### src/sv/srfcs_ram.sv
module srfcs_ram #(
   parameter int WIDTH = 8,
   parameter int DEPTH = 16
) (
   input  logic                     clock,
   input  logic                     wr_en,
   input  logic [$clog2(DEPTH)-1:0] wr_addr,
   input  logic [WIDTH-1:0]         wr_data,
   input  logic                     rd_en,
   input  logic [$clog2(DEPTH)-1:0] rd_addr,
   output logic [WIDTH-1:0]         rd_data
);

   logic [WIDTH-1:0] mem_ff [DEPTH];
   logic [WIDTH-1:0] rd_data_ff;

   always_ff @(posedge clock) begin
      if (wr_en) begin
         mem_ff[wr_addr] <= wr_data;
      end
      if (rd_en) begin
         rd_data_ff <= mem_ff[rd_addr];
      end
   end

   assign rd_data = rd_data_ff;

endmodule

### config.mk
export PLATFORM = sky130hd
export DESIGN_NAME = srfcs_ram
export DESIGN_NICKNAME = d
export VERILOG_FILES = /design/src/sv/srfcs_ram.sv
export SDC_FILE = /design/constraint.sdc
export NUM_CORES = 1
export LEC_CHECK = 0
export BUFFER_PORTS_ARGS = -buffer_cell sky130_fd_sc_hd__buf_2
export CAP_MARGIN = 15
export CORE_ASPECT_RATIO = 0.8
export CORE_MARGIN = 4
export CORE_UTILIZATION = 45
export CTS_CLUSTER_SIZE = 8
export DETAILED_ROUTE_END_ITERATION = 7
export PLACE_DENSITY = 0.63
export REMOVE_ABC_BUFFERS = 1
export SYNTH_ARGS = -nofsm -noshare
export SYNTH_HDL_FRONTEND = slang
export SYNTH_SLANG_ARGS = --single-unit
### constraint.sdc
create_clock -name clock -period 5.5 [get_ports clock]
set_input_delay 1.1 -clock clock [delete_from_list [all_inputs] [get_ports clock]]
set_output_delay 1.1 -clock clock [all_outputs]
set_load 0.01 [all_outputs]
After elaboration in Yosys (flattened, before gate mapping) --
Memory sizes are Yosys's and may differ from the RTL's. A register that Yosys moved wholly into a read port is not among the register bits. Index checks and enable logic that the tools add are counted.
Word-level totals: register bits after elaboration 0, memory bits (writable) 128, output and inout bits 8, input port bits 19, memories 1, logic and storage cells 3
Memories:
- mem_ff | words 16, width 8, rd ports 1, clocked after Yosys merged registers in 1, wr ports 1, line 14 | logic [WIDTH-1:0] mem_ff [DEPTH];
Operators by class: muxes and demuxes 2
Operators by type and width (count):
- 1-bit 2-to-1 mux | 2

Depth between registers and ports, before layout --
depth in word-level cells 2, mapped depth 5

Worst setup path after synthesis --
OpenSTA, ideal clock, no wires.
path kind in2reg, start in wr_addr[2], end mem mem_ff[0][0], enable pin, stages on the path 2, arrival time 2.210 ns, required time 5.117 ns, path slack 2.907 ns, setup time 0.383 ns, path through or3b_2 -> nor3_1
RTL lines:
- from (decl) | line 7 | input logic [$clog2(DEPTH)-1:0] wr_addr,
- to (decl) | line 14
Straight into the memory's write port.

==> results.cfg <==
[detailed_routing]
drcViolationCount = 0
drtIter0Drc = 239
routed_wl_um = 9971
vias = 2356
wire_per_inst_um = 23.52
drt-pass1-iter-count = 4
ant_nets = 0
vias_per_cell = 5.557

[place]
dp_cells = 393
io_buffer_count = 26
dp_hpwl_um = 6133
place_congestion = 0.6884

[yosys]
synth_edf_count = 136
ys.flop_type = edfxtp_1
async_flop_share_pct = 0
synth_top_family_by_area = multiplexers
muxShareOfSynthArea_pct = 14.79
synth_top_area_share_pct = 78.12
ys_ff_latch = 136
syn_avg_cell_area_um2 = 22.83
synth-simple-area-share_pct = 3.135
synth-compound-area-share_pct = 2.298
yosys_warnings = 0
yosysSeqAreaShare_pct = 78.12
synth_cell_types = 18
syn-cell-area_um2 = 5228
synth-xor-area-share_pct = 0
yosys.area.top_type = edfxtp_1
synthAdderAreaFrac_pct = 0
synthCells = 229
synth.area.top_cells = edfxtp_1 78%, mux4_2 7.8%, mux4_1 7.0%

[global_routing]
grt_pass1_vias = 2428
grt.total_usage_pct = 15.82
grt_pass1_wl_um = 14970
grt-ovfl-total = 0
grt_start_max_net_pins = 33
antenna_found_initial = 0

[layout]
drive_gt1_share_pct = 26.43
instances_no_fill = 424
syn_to_final_growth_pct = 15.25
diodes = 0
fin_nets = 287
fin_util_pct = 54.26

[clocking]
post_cts_resized = 0
clkSinkCount = 136
cts_made_buffers = 17
cts_tree = yes
cts.path.max_buffers = 2
clock_latency_ns = 0.41
cts.clk_slew.worst_paths_ns = 0.05
postCtsHoldBufs = 0
clockRootBuffer = clkbuf_16
post-cts-setup-buffer-count = 0
h-tree-depth = 4

[timing]
setup-violations-final = 0
finClkSkew_ns = 0.004087
min_period_over_period_pct = 50.61
rsz0062_at_grt = no
drv_slew = 0
post-route-min-period_ns = 2.784
hold_violations = 0
clock.fmax_ghz = 0.3592
worst_slew_pin_slew_ns = 1.059
max-slew-margin-rel_pct = 29.38
final.setup.tns_ns = 0

[power_and_ir_drop]
leakage_nw = 1.993
vdd_drop_max_mv = 0.3310
p_per_area_nw_per_um2 = 384.5

[floorplan]
ios = 27
initial_utilization_pct = 47.08
dieArea_um2 = 13420
die-width_um = 128.5
die_h_um = 104.4
rows = 34
core_area_um2 = 11100

[setup_path]
startpoint_type = input pin
critPathMaxFanout = 32
worstPathRequired_ns = 5.64
rrSetupSlack_ns = 4.01
worstPathArrival_ns = 2.92
end_kind = flop
crit_type = in2reg

[min_path]
hold_path_class = reg2reg

[outcome]
outcome = completed

[run]
drv_cap = 0
## cell families (layout without fill, tap and decap cells)
family          Yosys count  count (layout)
simple gates             35              35
compound gates           16              16
buf+inv                  10              61
flops                   136             136
mux                      32              32
## metrics by stage
stage | setup WS, ns | hold WS (ns) | instance area (um2) | total power [W]
after global placement | 2.241 | 0.7393 | 5482 | 0.001301
after floorplan | 2.907 | 0.7048 | 5141 | 0.001243
after CTS | 2.665 | 0.7625 | 6025 | 0.002339
after global routing | 2.524 | 0.8259 | 6025 | 0.002393
after detailed placement | 2.242 | 0.7491 | 5482 | 0.001303
final | 2.716 | 0.7736 | 6025 | 0.002317
## layout by cell type (no fill, tap or decap), drive strengths merged, types with 2 or more instances in the layout
| master | instances |
|---|---|
| nand2b | 2 |
| nor3 | 4 |
| bufinv | 2 |
| nand3b | 2 |
| mux4 | 32 |
| clkinv | 8 |
| clkinvlp | 2 |
| buf | 30 |
| a22oi | 16 |
| nor2 | 13 |
| clkbuf | 19 |
| edfxtp | 136 |
| nand2 | 9 |
## synth_stat cells (2+ instances only)
master	count
a22oi_1	16
mux4_1	14
edfxtp_1	136
nor2_1	13
nand2b_1	2
nand3b_1	2
nand2_1	9
mux4_2	18
nor3_1	4
clkdlybuf4s25_2	3
buf_6	3
buf_2	3
## power breakdown
group          internal [W]  total, W  switching (W)
Clock              0.000653   0.00104       0.000384
Sequential          0.00117   0.00117     0.00000511
Combinational     0.0000410  0.000106      0.0000653
Total               0.00186   0.00232       0.000454
## state kept, by name, indices dropped and copies added, names as in the netlist
register  cells
mem_ff      128
rd_data       8
## cell type report
cell class / count / area, um2
clock inverter: 12 / 110.1
clock buffer: 19 / 432.9
timing repair buffer: 30 / 160.2
tap: 144 / 180.2
multi-input combinational: 83 / 1057
fill: 834 / 5079
sequential: 136 / 4084
## path summary, 6_finish.rpt
| kind | startpoint | endpoint | depth (start not counted) |
|---|---|---|---|
| worst max register to register | mem_ff[15][6] | rd_data[6] | 3 |
| worst max-delay path | rd_addr[0] | rd_data[1] | 4 |
| worst min-delay path | mem_ff[11][2] | rd_data[2] | 3 |
| worst min register to register | mem_ff[11][2] | rd_data[2] | 3 |
## worst max-delay path, cell delays in order
cell and delay [ns]:
buf_2 0.78, mux4_1 0.65, a22oi_1 0.23, nand2_1 0.13
## per-layer routing
metal / part of all wire, % / vias up / track usage [%]
met5: 0 / - / 0
met4: 0.46 / 0 / 4.723
met3: 6.8 / 10 / 5.441
met2: 46 / 80 / 21.41
met1: 47 / 1206 / 24.25
li1: - / 1060 / -
(Power assumes the default switching activity.)
